<file path="src/rtl/odrc_pkg.sv">
// ----------------------------------------------------------------------------
// odrc_pkg: shared types and constants of the divider and ratio calculator
// Holds field widths, register indexes, status codes and speed-divider tables.
// ----------------------------------------------------------------------------
package odrc_pkg;

  localparam int FRAC_BITS_DEF = 20;
  localparam int REG_W   = 48;
  localparam int FREQ_W  = 31;
  localparam int DCO_W   = 13;
  localparam int RATIO_W = 38;
  localparam int CFG_W   = 31;
  localparam int CFG_IDX_W = 2;
  localparam logic [10:0] MAX_TOTAL_DIV = 11'd1408;

  localparam logic [CFG_IDX_W-1:0] CFG_CUR_FREQ = 2'd0;
  localparam logic [CFG_IDX_W-1:0] CFG_DCO_MAX  = 2'd1;
  localparam logic [CFG_IDX_W-1:0] CFG_DCO_MIN  = 2'd2;

  localparam logic [1:0] ST_OK       = 2'd0;
  localparam logic [1:0] ST_NO_DIV   = 2'd1;
  localparam logic [1:0] ST_OVERFLOW = 2'd2;

  // Speed divider value of a register code
  function automatic logic [3:0] hs_of_code(input logic [2:0] c);
    logic [3:0] v;
    case (c)
      3'd0: v = 4'd4;
      3'd1: v = 4'd5;
      3'd2: v = 4'd6;
      3'd3: v = 4'd7;
      3'd4: v = 4'd4;
      3'd5: v = 4'd9;
      3'd6: v = 4'd6;
      3'd7: v = 4'd11;
      default: v = 4'd4;
    endcase
    return v;
  endfunction

  // Register code of a speed divider value
  function automatic logic [2:0] code_of_hs(input logic [3:0] v);
    logic [2:0] c;
    case (v)
      4'd5:  c = 3'd1;
      4'd6:  c = 3'd2;
      4'd7:  c = 3'd3;
      4'd9:  c = 3'd5;
      4'd11: c = 3'd7;
      default: c = 3'd0;
    endcase
    return c;
  endfunction

  // Speed divider tried at search position k
  function automatic logic [3:0] hs_try(input logic [2:0] k);
    logic [3:0] v;
    case (k)
      3'd0: v = 4'd11;
      3'd1: v = 4'd9;
      3'd2: v = 4'd7;
      3'd3: v = 4'd6;
      3'd4: v = 4'd5;
      default: v = 4'd4;
    endcase
    return v;
  endfunction

endpackage

</file>
<file path="src/rtl/odrc_if.sv">
// ----------------------------------------------------------------------------
// odrc_if: valid/ready channel
// Carries one beat of a generic payload between a source and a sink.
// ----------------------------------------------------------------------------
interface odrc_if #(parameter int W = 1);
  logic         valid;
  logic         ready;
  logic [W-1:0] data;
  modport source (output valid, output data, input ready);
  modport sink   (input valid, input data, output ready);
endinterface

</file>
<file path="src/rtl/oscillator_divider_and_ratio_calc_core.sv">
// ----------------------------------------------------------------------------
// oscillator_divider_and_ratio_calc_core: oscillator divider and ratio calculator
// Picks new speed and output dividers and a new 38-bit ratio for a target.
// ----------------------------------------------------------------------------
// Usage: present one beat on the input channel (six control bytes and the
// requested frequency). The block works on one beat at a time; in_ready is
// high only while it is idle. The result beat is held in an output register
// until taken; a stalled receiver simply holds the block in its output
// state. Configuration (present frequency, oscillator limits) is written on
// the cfg_ port by the user only while idle; the block does not enforce it.
// Steps: two serial divisions for the divider bounds
// (DCO_W+FREQ_FRACTION_BITS+1 = 34 bits). The search then walks each speed
// divider tried for a total divider D by subtracting it step by step. After
// a hit: ratio x divider (the old divisor is formed alongside), then x f_new,
// then the 80-bit ratio division. The divider search sets the time; one
// beat is in flight at a time.
// Reset restores the default configuration and empties the block.
// ----------------------------------------------------------------------------
module oscillator_divider_and_ratio_calc_core #(
  parameter int FREQ_FRACTION_BITS = odrc_pkg::FRAC_BITS_DEF
) (
  input  logic                           clk,
  input  logic                           rst_n,
  odrc_if.sink                           in_ch,
  odrc_if.source                         out_ch,
  input  logic                           cfg_we,
  input  logic [odrc_pkg::CFG_IDX_W-1:0] cfg_index,
  input  logic [odrc_pkg::CFG_W-1:0]     cfg_wdata
);
  import odrc_pkg::*;

  localparam int BW = DCO_W + FREQ_FRACTION_BITS + 1; // bound numerator width
  localparam int NUM_W = RATIO_W + 11 + FREQ_W;      // ratio numerator width
  localparam int DEN_W = FREQ_W + 11;                // ratio denominator width

  typedef enum logic [7:0] {
    S_IDLE = 8'b0000_0001,
    S_HI   = 8'b0000_0010,
    S_LO   = 8'b0000_0100,
    S_SRCH = 8'b0000_1000,
    S_MUL1 = 8'b0001_0000,
    S_MUL2 = 8'b0010_0000,
    S_DIV  = 8'b0100_0000,
    S_OUT  = 8'b1000_0000
  } state_t;

  state_t state_r, state_nxt;

  logic [FREQ_W-1:0] cur_freq_r;
  logic [DCO_W-1:0]  dco_max_r, dco_min_r;

  logic [REG_W-1:0]  old_r, old_nxt;
  logic [FREQ_W-1:0] fnew_r, fnew_nxt;
  logic [10:0]       dv_r, dv_nxt, hi_r, hi_nxt;
  logic [2:0]        k_r, k_nxt;
  logic [10:0]       tmp_r, tmp_nxt;   // dv remainder walk
  logic [7:0]        n1c_r, n1c_nxt;
  logic [3:0]        hsn_r, hsn_nxt;
  logic [7:0]        n1n_r, n1n_nxt;
  logic [1:0]        st_r, st_nxt;
  logic [REG_W-1:0]  res_r, res_nxt;
  logic              ovr_r, ovr_nxt;   // low bound exceeds 1408

  // Shared bound divider
  logic          bd_start, bd_done, bd_big;
  logic [BW-1:0] bd_num;
  logic [BW-1:0] bd_quo;
  odrc_div #(.NW(BW), .DW(FREQ_W), .QW(BW)) u_bdiv (
    .clk, .rst_n, .start(bd_start), .num(bd_num), .den(fnew_r),
    .done(bd_done), .quo(bd_quo), .big(bd_big)
  );

  // Serial multipliers: ratio x (hs*n1) then x f_new; den via a third mult
  logic               m1_start, m1_done;
  logic [RATIO_W+10:0] m1_prod;
  odrc_mul #(.AW(RATIO_W), .BW(11)) u_mul1 (
    .clk, .rst_n, .start(m1_start), .a(old_r[RATIO_W-1:0]),
    .b(dv_r), .done(m1_done), .prod(m1_prod)
  );
  logic               m2_start, m2_done;
  logic [NUM_W-1:0]   m2_prod;
  odrc_mul #(.AW(RATIO_W + 11), .BW(FREQ_W)) u_mul2 (
    .clk, .rst_n, .start(m2_start), .a(m1_prod), .b(fnew_r),
    .done(m2_done), .prod(m2_prod)
  );
  logic               m3_done;
  logic [DEN_W-1:0]   m3_prod;
  logic [10:0]        old_div;
  assign old_div = 11'(hs_of_code(old_r[47:45])) * (11'(old_r[44:38]) + 11'd1);
  odrc_mul #(.AW(FREQ_W), .BW(11)) u_mul3 (
    .clk, .rst_n, .start(m1_start), .a(cur_freq_r), .b(old_div),
    .done(m3_done), .prod(m3_prod)
  );

  logic               rd_start, rd_done, rd_big;
  logic [RATIO_W-1:0] rd_quo;
  logic [DEN_W-1:0]   den_r;
  odrc_div #(.NW(NUM_W), .DW(DEN_W), .QW(RATIO_W)) u_rdiv (
    .clk, .rst_n, .start(rd_start), .num(m2_prod), .den(den_r),
    .done(rd_done), .quo(rd_quo), .big(rd_big)
  );

  // Hold configuration
  always_ff @(posedge clk) begin
    if (!rst_n) begin
      cur_freq_r <= FREQ_W'(104857600);
      dco_max_r  <= DCO_W'(5670);
      dco_min_r  <= DCO_W'(4850);
    end else if (cfg_we) begin
      case (cfg_index)
        CFG_CUR_FREQ: cur_freq_r <= cfg_wdata;
        CFG_DCO_MAX:  dco_max_r  <= cfg_wdata[DCO_W-1:0];
        CFG_DCO_MIN:  dco_min_r  <= cfg_wdata[DCO_W-1:0];
        default: ;
      endcase
    end
  end

  logic [3:0] hs_k;
  logic       n1_ok;
  assign hs_k  = hs_try(k_r);
  assign n1_ok = ((n1c_r == 8'd1) || !n1c_r[0]) && (n1c_r <= 8'd128);

  assign bd_num = (state_r == S_HI) ? BW'({dco_max_r, {FREQ_FRACTION_BITS{1'b0}}})
                : (BW'({dco_min_r, {FREQ_FRACTION_BITS{1'b0}}}) + BW'(fnew_r) - BW'(1));
  assign in_ch.ready  = (state_r == S_IDLE);
  assign out_ch.valid = (state_r == S_OUT);
  assign out_ch.data  = {res_r, hsn_r, n1n_r, st_r};

  logic bd_go_r;

  // Sequence one beat: bounds, search, ratio
  always_comb begin
    state_nxt = state_r;
    old_nxt = old_r; fnew_nxt = fnew_r; dv_nxt = dv_r; hi_nxt = hi_r;
    k_nxt = k_r; tmp_nxt = tmp_r; n1c_nxt = n1c_r; hsn_nxt = hsn_r;
    n1n_nxt = n1n_r; st_nxt = st_r; res_nxt = res_r; ovr_nxt = ovr_r;
    bd_start = 1'b0; m1_start = 1'b0; m2_start = 1'b0; rd_start = 1'b0;
    case (state_r)
      S_IDLE: begin
        if (in_ch.valid) begin
          old_nxt  = in_ch.data[REG_W+FREQ_W-1:FREQ_W];
          fnew_nxt = in_ch.data[FREQ_W-1:0];
          res_nxt  = in_ch.data[REG_W+FREQ_W-1:FREQ_W];
          hsn_nxt  = '0; n1n_nxt = '0; st_nxt = ST_NO_DIV;
          state_nxt = (in_ch.data[FREQ_W-1:0] == '0) ? S_OUT : S_HI;
        end
      end
      S_HI: begin
        bd_start = !bd_go_r;
        if (bd_done) begin
          hi_nxt = (bd_quo > BW'(MAX_TOTAL_DIV)) ? MAX_TOTAL_DIV : bd_quo[10:0];
          state_nxt = S_LO;
        end
      end
      S_LO: begin
        bd_start = !bd_go_r;
        if (bd_done) begin
          ovr_nxt = (bd_quo > BW'(MAX_TOTAL_DIV));
          dv_nxt  = (bd_quo == '0) ? 11'd1 : bd_quo[10:0];
          k_nxt = '0; tmp_nxt = '0; n1c_nxt = '0;
          state_nxt = S_SRCH;
        end
      end
      S_SRCH: begin
        // Walk dv by subtraction of hs: one step per cycle
        if (ovr_r || dv_r > hi_r) begin
          state_nxt = S_OUT;
        end else if (tmp_r + 11'(hs_k) <= dv_r) begin
          tmp_nxt = tmp_r + 11'(hs_k);
          n1c_nxt = (n1c_r == 8'd255) ? n1c_r : n1c_r + 8'd1;
        end else if (tmp_r == dv_r && n1_ok) begin
          hsn_nxt = hs_k; n1n_nxt = n1c_r;
          dv_nxt  = dv_r;
          state_nxt = S_MUL1;
        end else begin
          tmp_nxt = '0; n1c_nxt = '0;
          if (k_r == 3'd5) begin
            k_nxt = '0; dv_nxt = dv_r + 11'd1;
          end else begin
            k_nxt = k_r + 3'd1;
          end
        end
      end
      S_MUL1: begin
        m1_start = !bd_go_r;
        if (m1_done) begin
          m2_start = 1'b1;
          state_nxt = S_MUL2;
        end
      end
      S_MUL2: begin
        if (m2_done) begin
          if (den_r == '0) begin
            st_nxt = ST_OVERFLOW; state_nxt = S_OUT;
          end else begin
            rd_start = 1'b1; state_nxt = S_DIV;
          end
        end
      end
      S_DIV: begin
        if (rd_done) begin
          if (rd_big) begin
            st_nxt = ST_OVERFLOW;
          end else begin
            st_nxt  = ST_OK;
            res_nxt = {code_of_hs(hsn_r), 7'(n1n_r - 8'd1), rd_quo};
          end
          state_nxt = S_OUT;
        end
      end
      S_OUT: begin
        if (out_ch.ready) state_nxt = S_IDLE;
      end
      default: state_nxt = S_IDLE;
    endcase
  end

  always_ff @(posedge clk) begin
    if (!rst_n) begin
      state_r   <= S_IDLE;
      bd_go_r   <= 1'b0;
    end else begin
      state_r   <= state_nxt;
      bd_go_r   <= (state_nxt == state_r) &&
                   (state_r == S_HI || state_r == S_LO || state_r == S_MUL1);
    end
    old_r <= old_nxt; fnew_r <= fnew_nxt; dv_r <= dv_nxt; hi_r <= hi_nxt;
    k_r <= k_nxt; tmp_r <= tmp_nxt; n1c_r <= n1c_nxt; hsn_r <= hsn_nxt;
    n1n_r <= n1n_nxt; st_r <= st_nxt; res_r <= res_nxt; ovr_r <= ovr_nxt;
    if (m3_done) den_r <= m3_prod;
  end

endmodule

</file>
<file path="src/rtl/odrc_div.sv">
// ----------------------------------------------------------------------------
// odrc_div: bit-serial restoring divider
// Shifts one numerator bit per cycle into the remainder, top bit first.
// ----------------------------------------------------------------------------
module odrc_div #(
  parameter int NW = 16,
  parameter int DW = 16,
  parameter int QW = 16
) (
  input  logic          clk,
  input  logic          rst_n,
  input  logic          start,
  input  logic [NW-1:0] num,
  input  logic [DW-1:0] den,
  output logic          done,
  output logic [QW-1:0] quo,
  output logic          big
);
  localparam int CW = $clog2(NW + 1);

  logic [NW-1:0] num_r, num_nxt;
  logic [DW:0]   rem_r, rem_nxt;
  logic [QW-1:0] quo_r, quo_nxt;
  logic          big_r, big_nxt;
  logic [CW-1:0] cnt_r, cnt_nxt;
  logic          busy_r, busy_nxt;
  logic          done_r, done_nxt;
  logic [DW:0]   sh;
  logic          ge;

  assign sh = {rem_r[DW-1:0], num_r[NW-1]};
  assign ge = (sh >= {1'b0, den});

  // Advance one quotient bit per cycle
  always_comb begin
    num_nxt  = num_r;
    rem_nxt  = rem_r;
    quo_nxt  = quo_r;
    big_nxt  = big_r;
    cnt_nxt  = cnt_r;
    busy_nxt = busy_r;
    done_nxt = 1'b0;
    if (start) begin
      num_nxt  = num;
      rem_nxt  = '0;
      quo_nxt  = '0;
      big_nxt  = 1'b0;
      cnt_nxt  = CW'(NW);
      busy_nxt = 1'b1;
    end else if (busy_r) begin
      num_nxt = {num_r[NW-2:0], 1'b0};
      rem_nxt = ge ? (sh - {1'b0, den}) : sh;
      quo_nxt = {quo_r[QW-2:0], ge};
      if (ge && (cnt_r > CW'(QW))) big_nxt = 1'b1;
      cnt_nxt = cnt_r - 1'b1;
      if (cnt_r == CW'(1)) begin
        busy_nxt = 1'b0;
        done_nxt = 1'b1;
      end
    end
  end

  always_ff @(posedge clk) begin
    if (!rst_n) begin
      busy_r <= 1'b0;
      done_r <= 1'b0;
      cnt_r  <= '0;
    end else begin
      busy_r <= busy_nxt;
      done_r <= done_nxt;
      cnt_r  <= cnt_nxt;
    end
    num_r <= num_nxt;
    rem_r <= rem_nxt;
    quo_r <= quo_nxt;
    big_r <= big_nxt;
  end

  assign done = done_r;
  assign quo  = quo_r;
  assign big  = big_r;
endmodule

</file>
<file path="src/rtl/odrc_mul.sv">
// ----------------------------------------------------------------------------
// odrc_mul: bit-serial shift-add multiplier
// Consumes one multiplier bit per cycle, low bit first.
// ----------------------------------------------------------------------------
module odrc_mul #(
  parameter int AW = 16,
  parameter int BW = 16
) (
  input  logic             clk,
  input  logic             rst_n,
  input  logic             start,
  input  logic [AW-1:0]    a,
  input  logic [BW-1:0]    b,
  output logic             done,
  output logic [AW+BW-1:0] prod
);
  localparam int PW = AW + BW;
  localparam int CW = $clog2(BW + 1);

  logic [PW-1:0] acc_r, acc_nxt;
  logic [PW-1:0] a_r, a_nxt;
  logic [BW-1:0] b_r, b_nxt;
  logic [CW-1:0] cnt_r, cnt_nxt;
  logic          busy_r, busy_nxt;
  logic          done_r, done_nxt;

  // Add the shifted multiplicand where the multiplier bit is set
  always_comb begin
    acc_nxt  = acc_r;
    a_nxt    = a_r;
    b_nxt    = b_r;
    cnt_nxt  = cnt_r;
    busy_nxt = busy_r;
    done_nxt = 1'b0;
    if (start) begin
      acc_nxt  = '0;
      a_nxt    = PW'(a);
      b_nxt    = b;
      cnt_nxt  = CW'(BW);
      busy_nxt = 1'b1;
    end else if (busy_r) begin
      if (b_r[0]) acc_nxt = acc_r + a_r;
      a_nxt   = {a_r[PW-2:0], 1'b0};
      b_nxt   = b_r >> 1;
      cnt_nxt = cnt_r - 1'b1;
      if (cnt_r == CW'(1)) begin
        busy_nxt = 1'b0;
        done_nxt = 1'b1;
      end
    end
  end

  always_ff @(posedge clk) begin
    if (!rst_n) begin
      busy_r <= 1'b0;
      done_r <= 1'b0;
      cnt_r  <= '0;
    end else begin
      busy_r <= busy_nxt;
      done_r <= done_nxt;
      cnt_r  <= cnt_nxt;
    end
    acc_r <= acc_nxt;
    a_r   <= a_nxt;
    b_r   <= b_nxt;
  end

  assign done = done_r;
  assign prod = acc_r;
endmodule

</file>
<file path="src/flat_wrapper.sv">
// flat-port wrapper written by rule: the top's interface ports become plain ports
module oscillator_divider_and_ratio_calc_core_flat import odrc_pkg::*;
#(
  parameter int FREQ_FRACTION_BITS = odrc_pkg::FRAC_BITS_DEF
)
  (clk, rst_n, cfg_we, cfg_index, cfg_wdata, in_ch_valid, in_ch_data, in_ch_ready, out_ch_valid, out_ch_data, out_ch_ready);
  odrc_if #(.W((REG_W + FREQ_W))) in_ch_i ();
  odrc_if #(.W((REG_W + 4 + 8 + 2))) out_ch_i ();
  input  logic clk;
  input  logic rst_n;
  input  logic cfg_we;
  input  logic [odrc_pkg::CFG_IDX_W-1:0] cfg_index;
  input  logic [odrc_pkg::CFG_W-1:0] cfg_wdata;
  input wire logic [$bits(in_ch_i.valid)-1:0] in_ch_valid;
  input wire logic [$bits(in_ch_i.data)-1:0] in_ch_data;
  output wire logic [$bits(in_ch_i.ready)-1:0] in_ch_ready;
  output wire logic [$bits(out_ch_i.valid)-1:0] out_ch_valid;
  output wire logic [$bits(out_ch_i.data)-1:0] out_ch_data;
  input wire logic [$bits(out_ch_i.ready)-1:0] out_ch_ready;
  assign in_ch_i.valid = in_ch_valid;
  assign in_ch_i.data = in_ch_data;
  assign in_ch_ready = in_ch_i.ready;
  assign out_ch_valid = out_ch_i.valid;
  assign out_ch_data = out_ch_i.data;
  assign out_ch_i.ready = out_ch_ready;
  oscillator_divider_and_ratio_calc_core #(.FREQ_FRACTION_BITS(FREQ_FRACTION_BITS)) u_core (.clk(clk), .rst_n(rst_n), .in_ch(in_ch_i), .out_ch(out_ch_i), .cfg_we(cfg_we), .cfg_index(cfg_index), .cfg_wdata(cfg_wdata));
endmodule
</file>
<file path="config.mk">
export PLATFORM = sky130hd
export DESIGN_NAME = oscillator_divider_and_ratio_calc_core_flat
export DESIGN_NICKNAME = d
export VERILOG_FILES = /design/src/rtl/odrc_pkg.sv /design/src/rtl/odrc_if.sv /design/src/rtl/oscillator_divider_and_ratio_calc_core.sv /design/src/rtl/odrc_div.sv /design/src/rtl/odrc_mul.sv /design/src/flat_wrapper.sv
export SDC_FILE = /design/constraint.sdc
export NUM_CORES = 2
export LEC_CHECK = 0
export BUFFER_PORTS_ARGS = -buffer_cell sky130_fd_sc_hd__buf_2
export CORE_MARGIN = 2
export CORE_UTILIZATION = 40
export DETAILED_ROUTE_END_ITERATION = 8
export GPL_ROUTABILITY_DRIVEN = 0
export PLACE_DENSITY = 0.62
export SLEW_MARGIN = 20
export SYNTH_ARGS = -nofsm -noshare
export SYNTH_HDL_FRONTEND = slang
export SYNTH_SLANG_ARGS = --single-unit
export TNS_END_PERCENT = 30
</file>
<file path="constraint.sdc">
create_clock -name clk -period 9.2 [get_ports clk]
set_clock_uncertainty 0.15 [all_clocks]
set_input_delay 1.84 -clock clk [delete_from_list [all_inputs] [get_ports clk]]
set_output_delay 1.84 -clock clk [all_outputs]
set_load 0.03 [all_outputs]
</file>
* Word level (Yosys, flattened, before mapping)
Memories as Yosys holds them, arrays and structs flattened. A register that Yosys moved wholly into a read port is not among the register bits.
Index checks and enable logic that the tools add are counted.
Widths: inputs -> output; s select.
** Word-level totals
- Register bits :: 985
- Bits in read-only memories :: 32
- Memories kept :: 1
** Cells by class
- Add/sub/neg operators :: 18
- Multipliers :: 1
- Order comparisons :: 7
- Equal/unequal tests :: 42
- Mux-type cells :: 116
- Bitwise logic cells :: 6
- Reduce and logical (&&, ||, !) cells :: 50
** Memories
- (name not given) :: words 8, width 4, read ports 1, clocked after memory_dff 1, wr ports 0, line odrc_pkg.sv:27 : case (c)
** Operator list (number)
- $mux 8 :: 21
- $mux 80 :: 2
- $mux 31 :: 5
- $mux 11 :: 14
- $mux 48 :: 3
- $mux 34 :: 3
- $mux 49 :: 2
- $pmux 48 s2 :: 1
- $add 80x80->80 :: 1
- $mux 38 :: 2
- $pmux 8 s8 :: 1
- $add 49x49->49 :: 1
- $pmux 11 s2 :: 2
- $ge 43x42->1 :: 1
- $add 42x42->42 :: 1
- $logic_not 42->1 :: 1
- $mux 42 :: 1
- $sub 42x42->42 :: 1
- $add 33x31->34 :: 1
- $gt 34x11->1 const B :: 1
- $logic_not 34->1 :: 1
- $sub 34x1->34 const B :: 1
- $ge 32x31->1 :: 1
- $mux 4 :: 8
- 67 further kinds :: 164

* Depth between registers and ports, before layout
- Word-level depth :: 10
- Mapped depth :: 21
- Mapped depth without buffers :: 21

* Hierarchy
From an unflattened synthesis, not the netlist that was laid out.
** Unflattened totals
- Cell total of the unflattened synthesis :: 5880
- Area total of the unflattened synthesis :: 56615.5 µm²
** Modules (own cells, without submodules)
- oscillator_divider_and_ratio_calc_core :: times used 1, cells an instance 1515, area each 15477.3 µm², sequential area each 8247.9 µm²
- odrc_mul (u_core.u_mul2) :: times used 1, cells an instance 1349, area each 12235.5 µm², sequential area each 4764.6 µm²
- odrc_div (u_core.u_rdiv) :: times used 1, cells an instance 925, area each 9464.1 µm², sequential area each 4204.0 µm²
- odrc_mul (u_core.u_mul1) :: times used 1, cells an instance 761, area each 7108.1 µm², sequential area each 2792.7 µm²
- odrc_div (u_core.u_bdiv) :: times used 1, cells an instance 700, area each 6332.3 µm², sequential area each 2502.4 µm²
- odrc_mul (u_core.u_mul3) :: times used 1, cells an instance 630, area each 5998.3 µm², sequential area each 2442.3 µm²

* Least setup slack after synthesis
Ideal clock, no wire load.
- Kind :: register to register
- From :: register u_core.k_r[1]
- To :: register u_core.n1c_r[0], enable pin
- Setup time :: 385 ps
- Arrival :: 5049 ps
- Slack :: 3616 ps
- Cell stages (with the launch flop) :: 17
- Path buffers :: 0
- Period minus slack after synthesis :: 5584 ps
- Cell sequence :: edfxtp_1 ha_1 or3_1 a21oi_1 nor2_1 fa_1 a21o_1 a21oi_1 nor2_1 and3_1 xor2_1 ha_1 nand4_1 o31ai_1 nand2_1 a21oi_1 a21boi_0
** On the way
- Longest elaborated chain between the ends :: 6
** Ends and longest elaborated chain
- start: declaration :: line oscillator_divider_and_ratio_calc_core.sv:55 : logic [2:0] k_r, k_nxt;
- start signal: assignment :: line oscillator_divider_and_ratio_calc_core.sv:229 : k_r <= k_nxt; tmp_r <= tmp_nxt; n1c_r <= n1c_nxt; hsn_r <= hsn_nxt;
- $eq 3x3->1, or another cell as far along :: line odrc_pkg.sv:58 : case (k)
- $pmux 4 s5 (*) :: line odrc_pkg.sv:58
- net u_core.hs_k[1] :: line oscillator_divider_and_ratio_calc_core.sv:119 : logic [3:0] hs_k;
- $add 11x4->11 (*) :: line oscillator_divider_and_ratio_calc_core.sv:169 : end else if (tmp_r + 11'(hs_k) <= dv_r) begin
- $le 11x11->1 (*) :: line oscillator_divider_and_ratio_calc_core.sv:169
- $ne 3x3->1 (no line) / $ne 3x2->1 (equally long branches)
- $reduce_and 5->1 (no line) (*)
- end signal: assignment :: line oscillator_divider_and_ratio_calc_core.sv:229
- end: declaration :: line oscillator_divider_and_ratio_calc_core.sv:57 : logic [7:0] n1c_r, n1c_nxt;
Mark *: on every way through the listed nets, which the timed path passes. The rest lies on a longest branch.
A chain may end at the register's enable or synchronous reset.

* Final worst setup path
- From :: register u_core.k_r[1]
- To :: register u_core.n1c_r[4], enable pin
Same word-level chain as after synthesis.

==> results.json <==
{
  "clk_pin_slew_ns": 0.06,
  "maxCapViolations": 0,
  "post_cts_resized": 0,
  "met1Wirelength_mm": 64.1,
  "drt-total-wl_mm": 133,
  "synthToLayoutAreaGrowth_pct": 11.7,
  "ant_nets": 0,
  "worst-path-max-fanout": 15,
  "switching_share": 0.270,
  "end_kind": "flip-flop",
  "final-setup-viol-count": 0,
  "pwr-share-seq": 0.434,
  "ys_ff_latch": 989,
  "layout_commonest_cell": "nand2_1",
  "critPathKind": "flip-flop to flip-flop",
  "peakVddDrop_uv": 158,
  "die_height_um": 372,
  "dp_cells": 7680,
  "p_int_mw": 8.39,
  "power.switching_mw": 3.11,
  "worstHoldPathType": "flip-flop to flip-flop",
  "fin_crit_sh": 0.645,
  "hpwl_mm": 92.4,
  "slew_headroom": 0.297,
  "min_path_cells": 0,
  "route.vias.total": 42000,
  "drcViolationCount": 0,
  "port-buffer-count": 180,
  "fill_cells": 12900,
  "routedWlPerCell_um": 16.8,
  "fp.dieW_um": 372,
  "root_buffer": "clkbuf_16",
  "clkLatencyLatePin_ns": 0.74,
  "nets": 6492,
  "tns_ns": 0,
  "grt_start_max_net_pins": 93,
  "status": "complete, no violations",
  "ys_seq_area_frac": 0.460,
  "hold_viol": 0,
  "drt_iter0_drc": 2789,
  "cp.arrival_ns": 6.15,
  "met3_length_mm": 5.63,
  "finalMaxSlewViolations": 0,
  "grt_pass1_vias": 40600,
  "htree_levels": 3,
  "yosys_warnings": 0,
  "cts_made_buffers": 109,
  "required_ns": 9.41,
  "synth-async-reset-ratio": 0,
  "dr.pass1.iters": 6,
  "p_comb_frac": 0.163,
  "num_rows": 135,
  "synth_top_area_frac": 0.284,
  "synth.avg_cell_area_um2": 9.12,
  "netlist_area_um2": 54200,
  "postLayoutCoreUtil": 0.449,
  "core-area_um2": 135000,
  "clk_path_buf_depth": 3,
  "power.total_mw": 11.5,
  "grtUsageTotal": 0.189,
  "grt_overflow": 0,
  "fp.dieArea_um2": 139000,
  "final_area_um2": 60600,
  "hold_buffers": 0,
  "grt_pass1_wl_mm": 214,
  "synth_cell_types": 85,
  "cts_tree": "built",
  "syn_nets": 6429,
  "power_density_nw_per_um2": 190,
  "antenna_found_initial": 1,
  "synth_area_leaders": "edfxtp_1 (28%), dfxtp_1 (18%), nand2_1 (8.7%)",
  "final_cells": 7884,
  "rsz0062_at_grt": "no",
  "period_minus_slack_ns": 5.94,
  "yosysTopAreaCell": "edfxtp_1",
  "synth_cells": 5947,
  "antenna_cells": 0,
  "p_leak_nw": 25.6,
  "initial_utilization": 0.402,
  "io_pins": 181,
  "postPlaceCellArea_um2": 56800,
  "cts_setup_buffers": 0,
  "synth-main-ff-cell": "edfxtp_1",
  "start_kind": "flip-flop",
  "pwr-share-clk": 0.403,
  "r2r_cells": 21,
  "clock.fmax_mhz": 168,
  "final_cell_mix": "nand2_1 (1255), edfxtp_1 (513), dfxtp_1 (472)",
  "clock_sinks": 989,
  "synth-edff-count": 513,
  "route.met2.wl_mm": 59.2,
  "top_layer": "met4",
  "drive_above_1_share": 0.0806,
  "worst_pin_slew_ns": 1.05,
  "viasPerCell": 5.33
}
[final timing paths]
path	slack, ns	from	end
min reg2reg	0.31	u_core.u_mul3.prod[41]$_SDFFE_PP0P_	u_core.den_r[41]$_DFFE_PP_
max reg2reg	3.26	u_core.k_r[1]$_SDFFCE_PN0P_	u_core.n1c_r[4]$_SDFFCE_PN0P_
min	0.31	u_core.u_mul3.prod[41]$_SDFFE_PP0P_	u_core.den_r[41]$_DFFE_PP_
max	3.26	u_core.k_r[1]$_SDFFCE_PN0P_	u_core.n1c_r[4]$_SDFFCE_PN0P_
[critical path, cell delays in order, from the launching register on]
cell and delay (ns):
edfxtp_1 0.42, inv_1 0.11, ha_1 0.23, or3_1 0.31, a21oi_1 0.19, nor2_1 0.10, fa_1 0.47, a21o_1 0.19
a21oi_1 0.23, nor2_1 0.13, nand3_1 0.11, xnor2_1 0.14, ha_1 0.28, a21o_1 0.16, a21o_1 0.16, a21oi_1 0.12
o21ai_0 0.09, o31ai_1 0.07, buf_4 0.23, nand2_1 0.25, a21oi_2 0.68, a21boi_1 0.72
[per-stage QoR]
stage | hold slack, ns | setup WS, ns
after floorplan | 0.265 | 3.62
after global placement | 0.301 | 2.76
after detailed placement | 0.305 | 3.06
after CTS | 0.318 | 3.05
after global routing | 0.336 | 2.86
final | 0.313 | 3.26
[cells in the mapped netlist (93+ instances only)]
cell type and n:
a21oi_1 467, edfxtp_1 513, inv_1 253, xor2_1 102, mux2i_1 158, a21o_1 165
nand3_1 93, clkbuf_1 238, xnor2_1 192, o21ai_0 339, nor2_1 419, ha_1 346
dfxtp_1 476, nand2_1 1260
[per-layer routing]
layer / vias to the layer above / track usage
li1: 21000 / -
met4: 0 / 0.0629
met2: 819 / 0.299
met3: 211 / 0.0230
met5: - / 0
met1: 20000 / 0.265
[registers in the layout, summed over array words and instances, names as in the netlist, 13 cells and up, named ones only]
signal and cells:
u_core.cur_freq_r 31, u_core.dco_max_r 13, u_core.dco_min_r 13, u_core.den_r 42
u_core.fnew_r 31, u_core.old_r 48, u_core.res_r 48, u_core.u_bdiv.num_r 34
u_core.u_bdiv.quo 34, u_core.u_bdiv.rem_r 31, u_core.u_mul1.a_r 49, u_core.u_mul1.prod 49
u_core.u_mul2.a_r 80, u_core.u_mul2.b_r 31, u_core.u_mul2.prod 80, u_core.u_mul3.a_r 42
u_core.u_mul3.prod 42, u_core.u_rdiv.num_r 80, u_core.u_rdiv.quo 38, u_core.u_rdiv.rem_r 42
[final cells by class]
| type | count | area [um2] | share of cell area |
|---|---|---|---|
| Multi-Input combinational cell | 4440 | 27500 | 0.453 |
| Sequential cell | 989 | 24900 | 0.412 |
| Tap cell | 1781 | 2230 | 0.0368 |
| Timing Repair Buffer | 217 | 1180 | 0.0194 |
| Clock inverter | 52 | 686 | 0.0113 |
| Clock buffer | 152 | 3150 | 0.0519 |
| Inverter | 253 | 951 | 0.0157 |
[logic make-up after synthesis]
family / count (synthesis) / share of synthesized area
AOI/OAI and AO/OA: 1371 / 0.156
xor gates and xnor gates: 294 / 0.0475
adders and majority gates: 365 / 0.0868
buffers and inverters: 518 / 0.0361
DFF: 989 / 0.460
muxes: 197 / 0.0373
and+or+nand+nor: 2213 / 0.177
[power groups by stage]
| stage | sequential [mW] | combinational [mW] | clock (mW) |
|---|---|---|---|
| 2_1_floorplan | 5.07 | 1.44 | 0 |
| 3_3_place_gp | 5.08 | 1.82 | 0 |
| 3_5_place_dp | 5.08 | 1.86 | 0 |
| 4_1_cts | 4.99 | 1.87 | 4.74 |
| 5_1_grt | 5.01 | 2.11 | 4.91 |
| 6_report | 4.99 | 1.87 | 4.63 |
(Power assumes the default switching activity.)
